**config.mk**
```make
export PLATFORM = sky130hd
export DESIGN_NAME = glpd_result_q
export DESIGN_NICKNAME = d
export VERILOG_FILES = /design/src/hw/rtl/glpd_pkg.sv /design/src/hw/rtl/glpd_result_q.sv
export SDC_FILE = /design/constraint.sdc
export NUM_CORES = 1
export LEC_CHECK = 0
export ABC_AREA = 1
export BUFFER_PORTS_ARGS = -buffer_cell sky130_fd_sc_hd__buf_4
export CAP_MARGIN = 20
export CORE_MARGIN = 3
export CORE_UTILIZATION = 40
export CTS_CLUSTER_SIZE = 10
export DETAILED_ROUTE_END_ITERATION = 7
export GPL_ROUTABILITY_DRIVEN = 0
export PLACE_DENSITY = 0.6
export REMOVE_ABC_BUFFERS = 1
export SYNTH_ARGS = -nofsm -noshare
export SYNTH_HDL_FRONTEND = slang
export SYNTH_SLANG_ARGS = --single-unit
```
**constraint.sdc**
```tcl
create_clock -name clk_i -period 4.2 [get_ports clk_i]
set_input_delay 0.21 -clock clk_i [delete_from_list [all_inputs] [get_ports clk_i]]
set_output_delay 0.21 -clock clk_i [all_outputs]
set_load 0.05 [all_outputs]
```
**src/hw/rtl/glpd_pkg.sv**
```systemverilog
// ----------------------------------------------------------------------------
// glpd_pkg
// Shared constants and types of the grid local peak detector.
// ----------------------------------------------------------------------------
`default_nettype none

package glpd_pkg;

  // default parameter values
  localparam int unsigned MaxColsDef    = 1024;
  localparam int unsigned SampleBitsDef = 16;

  // fixed field widths
  localparam int unsigned RowW = 10;
  localparam int unsigned ColW = 10;
  localparam int unsigned CfgW = 11;

  // configuration port
  localparam int unsigned ApbAddrW = 3;
  localparam int unsigned ApbDataW = 32;
  localparam int unsigned RegSelBit = 2;

  // register limits and reset values
  localparam int unsigned RowLimit = 1024;
  localparam int unsigned DimLimit = 1024;
  localparam logic [CfgW-1:0] CfgReset = CfgW'(1024);

  typedef enum logic {
    RegRows = 1'b0,
    RegCols = 1'b1
  } reg_idx_e;

  // result slots of one item: position above, position to the left, the item itself
  localparam int unsigned SlotAbove = 0;
  localparam int unsigned SlotLeft  = 1;
  localparam int unsigned SlotSelf  = 2;
  localparam int unsigned NumSlots  = 3;

  typedef struct packed {
    logic [NumSlots-1:0] mask;
    logic [RowW-1:0]     row;
    logic [ColW-1:0]     col;
  } grp_ctl_t;

endpackage

`default_nettype wire

```
**src/hw/rtl/glpd_result_q.sv**
```systemverilog
// ----------------------------------------------------------------------------
// glpd_result_q
// Two-deep queue of result groups; hands out one peak per output item.
// ----------------------------------------------------------------------------
`default_nettype none

module glpd_result_q #(
  parameter int unsigned SAMPLE_BITS = glpd_pkg::SampleBitsDef
) (
  input  wire logic                      clk_i,
  input  wire logic                      rst_ni,
  input  wire logic                      push_i,
  input  wire glpd_pkg::grp_ctl_t        push_ctl_i,
  input  wire logic [glpd_pkg::NumSlots-1:0][SAMPLE_BITS-1:0] push_val_i,
  output logic                           full_o,
  output logic                           out_valid_o,
  input  wire logic                      out_stall_i,
  output logic      [glpd_pkg::RowW-1:0] peak_row_o,
  output logic      [glpd_pkg::ColW-1:0] peak_col_o,
  output logic signed [SAMPLE_BITS-1:0]  peak_value_o,
  output logic                           last_of_run_o
);

  glpd_pkg::grp_ctl_t ctl_q [2];
  logic [glpd_pkg::NumSlots-1:0][SAMPLE_BITS-1:0] val_q [2];

  logic [1:0] cnt_q, cnt_d;
  logic       rd_ptr_q, wr_ptr_q;

  glpd_pkg::grp_ctl_t           head;
  logic [glpd_pkg::NumSlots-1:0] rest_mask;
  logic                          pop_slot, pop_grp;

  assign head        = ctl_q[rd_ptr_q];
  assign out_valid_o = (cnt_q != 2'd0);
  assign full_o      = (cnt_q == 2'd2);
  // drop the lowest pending slot
  assign rest_mask     = head.mask & (head.mask - glpd_pkg::NumSlots'(1));
  assign last_of_run_o = (rest_mask == '0);
  assign pop_slot      = out_valid_o & ~out_stall_i;
  assign pop_grp       = pop_slot & last_of_run_o;

  always_comb begin
    if (head.mask[glpd_pkg::SlotAbove]) begin
      peak_row_o   = head.row - glpd_pkg::RowW'(1);
      peak_col_o   = head.col;
      peak_value_o = $signed(val_q[rd_ptr_q][glpd_pkg::SlotAbove]);
    end else if (head.mask[glpd_pkg::SlotLeft]) begin
      peak_row_o   = head.row;
      peak_col_o   = head.col - glpd_pkg::ColW'(1);
      peak_value_o = $signed(val_q[rd_ptr_q][glpd_pkg::SlotLeft]);
    end else begin
      peak_row_o   = head.row;
      peak_col_o   = head.col;
      peak_value_o = $signed(val_q[rd_ptr_q][glpd_pkg::SlotSelf]);
    end
  end

  always_ff @(posedge clk_i) begin
    if (push_i) begin
      ctl_q[wr_ptr_q] <= push_ctl_i;
      val_q[wr_ptr_q] <= push_val_i;
    end
    if (pop_slot && !last_of_run_o) begin
      ctl_q[rd_ptr_q].mask <= rest_mask;
    end
  end

  assign cnt_d = cnt_q + 2'(push_i) - 2'(pop_grp);

  always_ff @(posedge clk_i or negedge rst_ni) begin
    if (!rst_ni) begin
      cnt_q    <= 2'd0;
      rd_ptr_q <= 1'b0;
      wr_ptr_q <= 1'b0;
    end else begin
      cnt_q <= cnt_d;
      if (push_i) begin
        wr_ptr_q <= ~wr_ptr_q;
      end
      if (pop_grp) begin
        rd_ptr_q <= ~rd_ptr_q;
      end
    end
  end

endmodule

`default_nettype wire

```
== Yosys cells after proc, flatten, opt, wreduce, memory -nomap -nowiden ==
Memories as Yosys holds them, arrays and structs flattened.
Index checks and enable logic that the tools add are counted.
Word-level totals
  output and inout bits: 39
  register bits after elaboration: 4
  bits in latches: 0
  bits of input ports: 75
  ROM bits: 0
  memory bits (writable): 142
  memories: 2
Memories
  val_q: depth 2, bits a word 48, read ports 1, clocked after memory_dff 0, write ports 1, RTL line glpd_result_q.sv:25  | logic [glpd_pkg::NumSlots-1:0][SAMPLE_BITS-1:0] val_q [2];
  ctl_q: depth 2, bits a word 23, read ports 1, clocked after memory_dff 0, write ports 2, RTL line glpd_result_q.sv:24  | glpd_pkg::grp_ctl_t ctl_q [2];
Cells by class
  equality and inequality tests: 1
  mux-type cells: 9
  magnitude comparators: 0
  bitwise logic cells: 6
  reductions and logical operators: 4
  shift operators: 0
  div/mod/pow operators: 0
  multiply operators: 0
  add/sub/neg operators: 5
Operators with widths (count)
  $mux W16: 2
  $mux W10: 3
  $sub A10 B1 Y10 const B: 2
  $mux W1: 4
  $and A3 B3 Y3: 1
  $logic_not A3 Y1: 1
  $not A1 Y1: 3
  $sub A3 B1 Y3 const B: 1
  $add A2 B1 Y2: 1
  $and A1 B1 Y1: 2
  $eq A2 B2 Y1 const B: 1
  $reduce_bool A2 Y1: 1
  $sub A2 B1 Y2: 1
  $logic_and A1 B1 Y1: 1
  $logic_not A1 Y1: 1

== Depth between registers and ports, before layout ==
Gate-level depths: netlist of the first run.
An unclocked memory read counts as a cell.
  depth in word-level cells: 8
  depth in mapped cells: 14

== Worst setup path before layout of the first run ==
OpenSTA, ideal clock, no wires.
  path type: register -> register
  start: register wr_ptr_q
  end: memory ctl_q[0][20] (netlist bit) (enable)
  setup time: 0.317 ns
  setup slack: -0.080 ns
  buffers on the path: 0
  stages on the path, launching flop included: 4
  required time: 3.883 ns
  period minus slack after synthesis: 4.280 ns
  data arrival time: 3.963 ns
  cells stage by stage: dfrtp_1 nor2_1 inv_1 nand2_1
RTL lines
  start, declared: RTL line glpd_result_q.sv:28  | logic rd_ptr_q, wr_ptr_q;
  start signal, assigned: RTL line glpd_result_q.sv:79  | wr_ptr_q <= ~wr_ptr_q;
  end, declared: RTL line glpd_result_q.sv:24

== Final worst setup path of the first run ==
  start: register rd_ptr_q
  end: output port peak_value_o[15]
On the way
  cells in the longest elaborated chain, start to end: 3
  elaborated cells on any way between the ends: 4
  those cells by class: mux (2); memory (2)
Ends and longest elaborated chain
  start, declared: RTL line glpd_result_q.sv:28
  start signal, assigned: RTL line glpd_result_q.sv:82  | rd_ptr_q <= ~rd_ptr_q;
  $mem_v2 Z2 W48 / $mem_v2 Z2 W23 (equally long branches)
  $mux W16: RTL line glpd_result_q.sv:48  | end else if (head.mask[glpd_pkg::SlotLeft]) begin
  $mux W16 (*): RTL line glpd_result_q.sv:44  | if (head.mask[glpd_pkg::SlotAbove]) begin
  end, declared: RTL line glpd_result_q.sv:20  | output logic signed [SAMPLE_BITS-1:0] peak_value_o,
Mark *: on every way between the ends. The rest lies on a longest branch, timed or not.

==> flow_summary.yaml, run 1 <==
clock_tree:
  cts_root_buffer: "clkbuf_16"
  cts_buffer_depth: 2
  cts_num_sinks: 146
  cts-buffers-inserted: 17
  clkTransAtPathRegs_ns: 0.06
  h-tree-depth: 4
  cts_tree: "yes"
  worstSkewPairLatency_ns: 0.42
setup_path:
  path_class: "reg2out"
  crit_required_ns: 3.99
  r2r_end: "cnt_q[1]$_DFF_PN0_"
  critPathLaunch: "rd_ptr_q$_DFFE_PN0P_"
  crit_path_end_kind: "primary output"
  rr_worst_depth: 13
  critical_path_peak_fanout: 53
  r2r_setup_slack_ns: 1.64
  reg2reg_from: "rd_ptr_q$_DFFE_PN0P_"
  crit_arrival_ns: 2.61
  critPathLaunchType: "flip-flop"
power_and_ir_drop:
  ir_worst_vdd_mv: 0.414
  clkPwrFrac: 0.244
  total_power_mw: 6.37
  p_sw_mw: 2.75
  switching_share: 0.432
  p_leak_nw: 3.75
  powerDensity_nw_per_um2: 713
  p_seq_frac: 0.290
  combPwrFrac: 0.466
  intPower_mw: 3.62
routing:
  wl_per_cell_um: 14.4
  drc: 0
  ant_nets: 0
  drt-initial-drc-count: 213
  vias: 4416
  via_per_inst: 4.57
  wl_mm: 13.9
  firstDrtPassIters: 4
floorplanning:
  die_h_um: 135
  dieWidth_um: 135
  die_area_um2: 18100
  start_util: 0.412
  floorplan.io_pins: 114
  coreArea_um2: 16100
  rows: 46
layout:
  fillers: 1358
  nNetsFinal: 816
  antenna_cells: 0
  finalNonFillerCells: 966
  multiInputGateArea_um2: 1920
  drive_gt1_frac: 0.281
  final_util: 0.556
  fin_area_um2: 8930
  regArea_um2: 4370
  area_delta_synth_final_pct: 34.8
yosys:
  ys.flop_type: "edfxtp_1"
  yosysMostFrequentCell: "nand2_1"
  syn_area_per_cell_um2: 12.0
  synth_area_leaders: "edfxtp_1 (64%), nand2_1 (12%), mux2i_1 (2.6%)"
  yosysSeqAreaShare: 0.659
  synth_cells: 550
  synth_common_cells: "nand2_1 (211), edfxtp_1 (142), inv_1 (35), mux2i_1 (17)"
  yosys.area.top_type: "edfxtp_1"
  netlist.area_leader.share: 0.644
  async_flop_share: 0.0274
  yosysUniqueCellTypes: 38
  synth-warning-count: 0
  ys_ff_latch: 146
  synth-edff-count: 142
  synth_area_um2: 6620
grt:
  grt_usage: 0.160
  grt_first_pass_wirelength_mm: 22.6
  grt_remaining_overflow: 0
  grt_antenna_before_repair: 0
  grt_max_degree: 54
  grt_pass1_vias: 4621
flow_run:
  cap_violations: 0
sta:
  timing.final.max_slew_violations: 0
  finalWorstSetupSlack_ns: 1.38
  rsz0062_at_grt: "false"
  relSlewSlack: 0.526
  fin_skew_ns: 0.00516
  setup_violations: 0
  period_minus_slack_ns: 2.82
  worst_slew_pin_slew_ns: 0.709
  fin_crit_sh: 0.671
  fmax_mhz: 355
  hold_viol_final: 0
placement:
  postPlaceCellArea_um2: 7620
  port_buffers: 113
  post-dp-hpwl_mm: 8.81
  dp_cells: 865
  dp_slack_ns: 1.63
hold_path:
  hold_class: "in2reg"
  min_to: "cnt_q[0]$_DFF_PN0_"
  hold_depth: 2
  min_from: "push_i"
status:
  status: "finished clean"
per-stage QoR:
stage               hold WS [ns]  TNS (ns)
global route              0.0350         0
floorplan                -0.0856    -0.243
CTS                       0.0381         0
detailed placement       0.00903         0
finish                    0.0460         0
global placement         0.00963         0
critical path, cell delays in order, from the launching register on:
cell      delay, ns
dfrtp_4        0.66
inv_8          0.37
nand2_8        0.09
nand2_8        0.15
inv_8          0.10
nor2_8         0.19
inv_4          0.15
o211ai_1       0.21
buf_4          0.23
how the worst max path moves through the flow:
stage / end / slack, ns / cells past startpoint
finish: peak_value_o[15] / 1.38 / 8
global route: peak_col_o[1] / 1.16 / 8
CTS: peak_col_o[1] / 1.32 / 8
detailed placement: cnt_q[1]$_DFF_PN0_ / 1.63 / 13
global placement: cnt_q[1]$_DFF_PN0_ / 1.71 / 13
floorplan: ctl_q[0][20]$_SDFFCE_PP0P_ / -0.08 / 3
per-layer routing:
layer | global-route usage | vias up | part of all wire | wire length (um)
met5 | 0 | - | 0 | 0
met4 | 0.0532 | 0 | 0.014 | 191
met3 | 0.0499 | 15 | 0.056 | 780
met2 | 0.275 | 109 | 0.50 | 6920
met1 | 0.192 | 2068 | 0.43 | 6000
li1 | - | 2224 | - | -
flip-flops by register name, indices dropped and copies added, names as in the netlist:
register  cells
cnt_q         2
val_q        96
wr_ptr_q      1
ctl_q        46
rd_ptr_q      1
cells by family (layout without fill, tap and decap cells):
family,count (synthesis),in the layout,share of synthesized area
simple gates,278,278,0.199
flops,146,146,0.659
buf+inv,62,262,0.0521
compound gates,31,31,0.0404
mux,17,17,0.0257
xor+xnor,12,12,0.0159
fa+ha+maj,4,4,0.00756
area by class of cell:
type,count,share of cell area
Clock buffer,17,0.0476
Clock inverter,15,0.0214
Inverter,45,0.0214
Multi-Input combinational cell,342,0.215
Sequential cell,146,0.489
Tap cell,216,0.0303
Timing Repair Buffer,185,0.175
power by group through the flow:
stage          sequential, mW  clock (mW)  combinational, mW
3_5_place_dp             1.88           0               2.95
3_3_place_gp             1.87           0               2.91
6_report                 1.85        1.56               2.97
4_1_cts                  1.85        1.59               3.01
5_1_grt                  1.86        1.66               3.21
2_1_floorplan            1.92           0               2.10
placed cells by master (no fill, tap or decap), types with 2 or more instances in the layout:
cell type	Yosys	final
buf_4	0	116
xnor2_1	5	5
o21ai_0	8	8
o211ai_1	6	6
nand2_4	11	11
inv_1	35	34
nand4_1	6	6
nand2_2	11	11
nand3_1	7	7
edfxtp_1	142	142
clkbuf_16	0	17
clkinv_1	1	2
bufinv_16	0	4
inv_8	2	2
nand2_8	2	2
o21ai_4	2	2
clkinv_4	0	2
nand3_2	3	3
nor2_4	7	8
nand2_1	211	211
nor2_1	11	10
o211ai_2	10	10
mux2i_1	17	17
xor2_1	7	7
inv_2	5	6
clkinv_2	0	4
dfrtp_1	4	3
clkinvlp_4	0	4
nor2_2	3	3
dlygate4sd3_1	0	69
ha_1	4	4
o21ai_1	4	4
repair_timing:
action	CTS	global route
endpoints found under the hold margin	140	0
resized for setup	0	0
endpoints found under the setup margin	0	0
hold buffers	69	0
buffers inserted	0	0
(Power assumes the default switching activity.)
==> inputs of run 2 (changes only) <==
Settings changed: ABC_AREA 1 to 0, PLACE_DENSITY 0.6 to 0.59.
Clock period 4.2 ns to 2.6 ns, I/O delays scaled along.
==> flow_summary.yaml, run 2 <==
status:
  status: "finished clean"
layout:
  nNetsFinal: 638
  fin_area_um2: 8620
  drive_gt1_frac: 0.339
  final_util: 0.591
  regMostFlops: "val_q"
  finalNonFillerCells: 757
  layout_common_cells: "edfxtp_1 (142), buf_4 (125), dlygate4sd3_1 (70)"
  largest_register_ffs: 96
  top_regs: "val_q (96), ctl_q (46), cnt_q (2)"
  area_delta_synth_final_pct: 43.6
  final_common_cell: "edfxtp_1"
clock_tree:
  worstSkewPairLatency_ns: 0.41
  h-tree-depth: 4
  cts_buffer_depth: 2
  cts_root_buffer: "clkbuf_16"
  cts_tree: "yes"
  cts-buffers-inserted: 17
  cts_num_sinks: 146
  clkTransAtPathRegs_ns: 0.06
sta:
  setup_violations: 0
  fin_tns_setup_ns: 0
  fin_crit_sh: 0.972
  fmax_mhz: 396
  timing.final.max_slew_violations: 0
  hold_ws_ns: 0.0403
  hold_viol_final: 0
  fin_skew_ns: 0.00612
  rsz0062_at_grt: "true"
  relSlewSlack: 0.612
  period_minus_slack_ns: 2.53
  worst_slew_pin_slew_ns: 0.582
  finalWorstSetupSlack_ns: 0.0724
yosys:
  yosysMostFrequentCell: "edfxtp_1"
  ys.flop_type: "edfxtp_1"
  synth_cells: 356
  yosysUniqueCellTypes: 42
  async_flop_share: 0.0274
  synth-warning-count: 0
  synth_area_leaders: "edfxtp_1 (71%), mux2i_1 (6.2%), a222oi_1 (5.3%)"
  ys_ff_latch: 146
  syn_area_per_cell_um2: 16.9
  synth_common_cells: "edfxtp_1 (142), mux2i_1 (37), a222oi_1 (32), xnor2_1 (19), nor3_1 (13)"
  yosysSeqAreaShare: 0.727
  synth-edff-count: 142
  synth_area_um2: 6000
  yosys.area.top_type: "edfxtp_1"
  netlist.area_leader.share: 0.710
power_and_ir_drop:
  ir_worst_vdd_mv: 0.755
  total_power_mw: 10.6
  p_leak_nw: 3.18
  powerDensity_nw_per_um2: 1230
routing:
  firstDrtPassIters: 6
  ant_nets: 0
  vias: 3922
  wl_per_cell_um: 17.6
  via_per_inst: 5.18
  drc: 0
  wl_mm: 13.3
  drt-initial-drc-count: 269
placement:
  port_buffers: 113
  postPlaceCellArea_um2: 7110
  dp_slack_ns: 0.317
  post-dp-hpwl_mm: 8.35
  dp_cells: 648
setup_path:
  crit_path_end_kind: "primary output"
  rr_worst_depth: 9
  path_class: "reg2out"
  crit_arrival_ns: 2.40
  crit_required_ns: 2.47
  critical_path_peak_fanout: 6
  critPathLaunchType: "flip-flop"
grt:
  grt_first_pass_wirelength_mm: 20.4
  grt_remaining_overflow: 0
  grt_antenna_before_repair: 1
  met1_usage: 0.203
  grt_busiest_layer: "met2"
  grt_max_degree: 40
  grtUsageMet3: 0.0515
  grt_usage: 0.161
  grt_pass1_vias: 4019
  use_met2: 0.263
floorplanning:
  die_h_um: 128
  die_area_um2: 16500
  start_util: 0.411
  floorplan.io_pins: 114
  rows: 44
  coreArea_um2: 14600
  dieWidth_um: 128
hold_path:
  hold_depth: 3
  hold_class: "in2reg"
flow_run:
  cap_violations: 0
[run 2: area by class of cell]
type / count / area, um^2
sequential: 146 / 4370
antenna: 1 / 2.50
timing repair buffer: 202 / 1740
inverter: 3 / 11.3
clock inverter: 12 / 133
fill: 1109 / 5970
clock buffer: 20 / 437
multi-input combinational: 189 / 1700
tap: 184 / 230
[run 2: kinds of logic (layout without fill, tap and decap cells)]
group                    after synthesis  in the layout  synth area share
flip-flops                           146            146             0.727
AO/OA/AOI/OAI                         51             51            0.0734
XOR/XNOR                              29             29            0.0423
adder cells (fa/ha/maj)                5              5            0.0100
other                                  0              1                 0
multiplexers                          39             39            0.0655
buffers and inverters                 21            237            0.0181
AND/OR/NAND/NOR                       65             65            0.0636
[run 2: report_power, final]
group          leakage (nW)  switching [mW]  internal (mW)
Clock                 0.271           0.927           1.42
Combinational          1.53            3.13           1.69
Sequential             1.38           0.234           3.17
Total                  3.18            4.29           6.28
[run 2: path summary, 6_finish.rpt]
path | startpoint | endpoint | slack, ns
setup reg to reg | rd_ptr_q$_DFFE_PN0P_ | cnt_q[1]$_DFF_PN0_ | 0.37
setup / recovery | rd_ptr_q$_DFFE_PN0P_ | peak_col_o[4] | 0.07
min in group asynchronous | rst_ni | wr_ptr_q$_DFFE_PN0P_ | 0.05
hold / removal | push_ctl_i[22] | ctl_q[0][22]$_DFFE_PP_ | 0.04
hold reg to reg | cnt_q[1]$_DFF_PN0_ | cnt_q[1]$_DFF_PN0_ | 0.50
max in group asynchronous | rst_ni | rd_ptr_q$_DFFE_PN0P_ | 2.43
[run 2: repair_timing]
| item | 4_1_cts | 5_1_grt |
|---|---|---|
| hold buffers | 70 | 0 |
| buffers inserted | 1 | 5 |
| endpoints found under the setup margin | 21 | 22 |
| pin swaps | 0 | 8 |
| hold endpoints to repair | 142 | 0 |
| resized for setup | 6 | 35 |
[run 2: routing by layer]
metal  share of wire  vias up
met5               0        -
met4           0.014        0
met3           0.060       15
met2            0.49      135
met1            0.44     1909
li1                -     1863
[run 2: critical path: stages, from the launching register on]
cell and delay [ns]:
dfrtp_4 0.46, buf_8 0.16, mux2i_4 0.24, ha_2 0.20, o21ai_2 0.07, or3_1 0.33
xor2_1 0.15, mux2i_1 0.15, buf_4 0.22
==> inputs of run 3 (changes only) <==
Settings changed: PLACE_DENSITY 0.59 to 0.61, RECOVER_POWER set to 50.
Clock period 2.6 ns to 2.3 ns, I/O delays scaled along.
==> flow_summary.yaml, run 3 (synthesized netlist as in run 2, its figures left out) <==
status:
  status: "finished, violations left"
  violations: "negative setup slack"
floorplanning:
  coreArea_um2: 14600
  die_area_um2: 16500
  rows: 44
  die_h_um: 128
  start_util: 0.411
  dieWidth_um: 128
  floorplan.io_pins: 114
setup_path:
  crit_path_end_kind: "primary output"
  cp_top_family: "flip-flops"
  crit_arrival_ns: 2.36
  critical_path_peak_fanout: 7
  critPathLaunchType: "flip-flop"
  crit_required_ns: 2.18
  crit_chain: "buf_8, mux2i_4, ha_2, o21ai_2, or3_1, xor2_1, mux2i_1, buf_4"
  cp_num_buf_inv: 2
  worst_path_max_delay_cell: "dfrtp_4"
  path_class: "reg2out"
  max_stage_delay_ns: 0.47
sta:
  hold_viol_final: 0
  relSlewSlack: 0.420
  fin_crit_sh: 1.08
  finalWorstSetupSlack_ns: -0.180
  fin_tns_setup_ns: -3.09
  period_minus_slack_ns: 2.48
  timing.final.max_slew_violations: 0
  worst_slew_pin_slew_ns: 0.870
  fin_skew_ns: 0.00700
  setup_violations: 28
  fmax_mhz: 403
  rsz0062_at_grt: "true"
grt:
  grt_pass1_vias: 4212
  grt_usage: 0.174
  grt_first_pass_wirelength_mm: 21.9
  grt_max_degree: 40
  grt_antenna_before_repair: 0
  grt_remaining_overflow: 0
placement:
  post-dp-hpwl_mm: 8.30
  port_buffers: 113
layout:
  regMostFlops: "val_q"
  drive_gt1_frac: 0.329
  largest_register_ffs: 96
  area_delta_synth_final_pct: 48.6
  nNetsFinal: 649
  layout_common_cells: "edfxtp_1 (142), dlygate4sd3_1 (71), buf_4 (51)"
  top_regs: "val_q (96), ctl_q (46), cnt_q (2)"
  antenna_cells: 0
  final_common_cell: "edfxtp_1"
clock_tree:
  cts-buffers-inserted: 17
  cts_num_sinks: 146
  cts_root_buffer: "clkbuf_16"
  cts_tree: "yes"
  h-tree-depth: 4
  clkTransAtPathRegs_ns: 0.06
  worstSkewPairLatency_ns: 0.41
  cts_buffer_depth: 2
power_and_ir_drop:
  powerDensity_nw_per_um2: 1400
  total_power_mw: 12.5
  p_leak_nw: 3.25
  p_seq_frac: 0.309
  p_sw_mw: 5.05
  combPwrFrac: 0.481
  intPower_mw: 7.44
  ir_worst_vdd_mv: 0.899
  clkPwrFrac: 0.209
  switching_share: 0.404
flow_run:
  cap_violations: 0
routing:
  via_per_inst: 5.25
  drt-initial-drc-count: 345
  wl_mm: 14.2
  drc: 0
  firstDrtPassIters: 8
  ant_nets: 0
  wl_per_cell_um: 18.5
  vias: 4027
hold_path:
  hold_class: "in2reg"
## run 3: layer usage
| metal | vias to the layer above | wire, um | global-route usage |
|---|---|---|---|
| met4 | 0 | 157 | 0.0593 |
| met5 | - | 0 | 0 |
| met1 | 1970 | 5710 | 0.213 |
| met2 | 153 | 7390 | 0.302 |
| met3 | 14 | 908 | 0.0419 |
| li1 | 1890 | - | - |
## run 3: path summary, 6_finish.rpt
| check | from | to | slack [ns] | cells after the start |
|---|---|---|---|---|
| hold / removal | push_ctl_i[20] | ctl_q[0][20]$_SDFFCE_PP0P_ | 0.02 | 2 |
| setup / recovery | rd_ptr_q$_DFFE_PN0P_ | peak_col_o[4] | -0.18 | 8 |
| min in group asynchronous | rst_ni | wr_ptr_q$_DFFE_PN0P_ | 0.09 | 2 |
| max in group asynchronous | rst_ni | rd_ptr_q$_DFFE_PN0P_ | 1.98 | 2 |
| hold reg to reg | cnt_q[1]$_DFF_PN0_ | cnt_q[1]$_DFF_PN0_ | 0.49 | 1 |
| setup reg to reg | rd_ptr_q$_DFFE_PN0P_ | cnt_q[1]$_DFF_PN0_ | 0.04 | 9 |
## run 3: layout make-up
type / instances / area (um^2)
Multi-Input combinational cell: 189 / 1840
Fill cell: 1087 / 5670
Clock buffer: 18 / 429
Clock inverter: 14 / 139
Tap cell: 184 / 230
Timing Repair Buffer: 213 / 1900
Inverter: 3 / 11.3
Sequential cell: 146 / 4370
## run 3: through the flow
step	hold slack, ns	cells	worst slack, ns	cell area, um^2	utilization
after floorplan	-0.181	338	-1.92	5900	-
after global placement	-0.0847	652	0.142	7200	0.493
final	0.0244	767	-0.180	8920	0.611
after global routing	0.0125	767	-0.331	8920	0.611
after detailed placement	-0.0837	652	0.0534	7200	0.493
after CTS	0.00768	765	-0.216	8780	0.602
## run 3: power by group through the flow
stage / sequential, mW / clock (mW) / combinational, mW
after floorplan: 4.02 / 0 / 3.36
after global placement: 3.90 / 0 / 5.12
after detailed placement: 3.91 / 0 / 5.17
after CTS: 3.84 / 2.66 / 5.83
after global routing: 3.92 / 2.80 / 6.36
final: 3.86 / 2.61 / 6.01
## run 3: repair_timing
action                                  4_1_cts  5_1_grt
buffers inserted                              8        1
hold endpoints to repair                    143        0
pin swaps                                    13       17
endpoints found under the setup margin       29       33
hold buffers                                 71        0
resized for setup                            40       32
gates cloned                                  2        2
## run 3: worst reg2reg max path, delay by kind of cell (launching register included)
family,cells,cell delay [ns]
AOI/OAI and AO/OA,1,0.17
xor gates and xnor gates,2,0.27
adders and majority gates,2,0.38
buffers and inverters,2,0.31
DFF,1,0.47
muxes,1,0.38
and+or+nand+nor,1,0.19
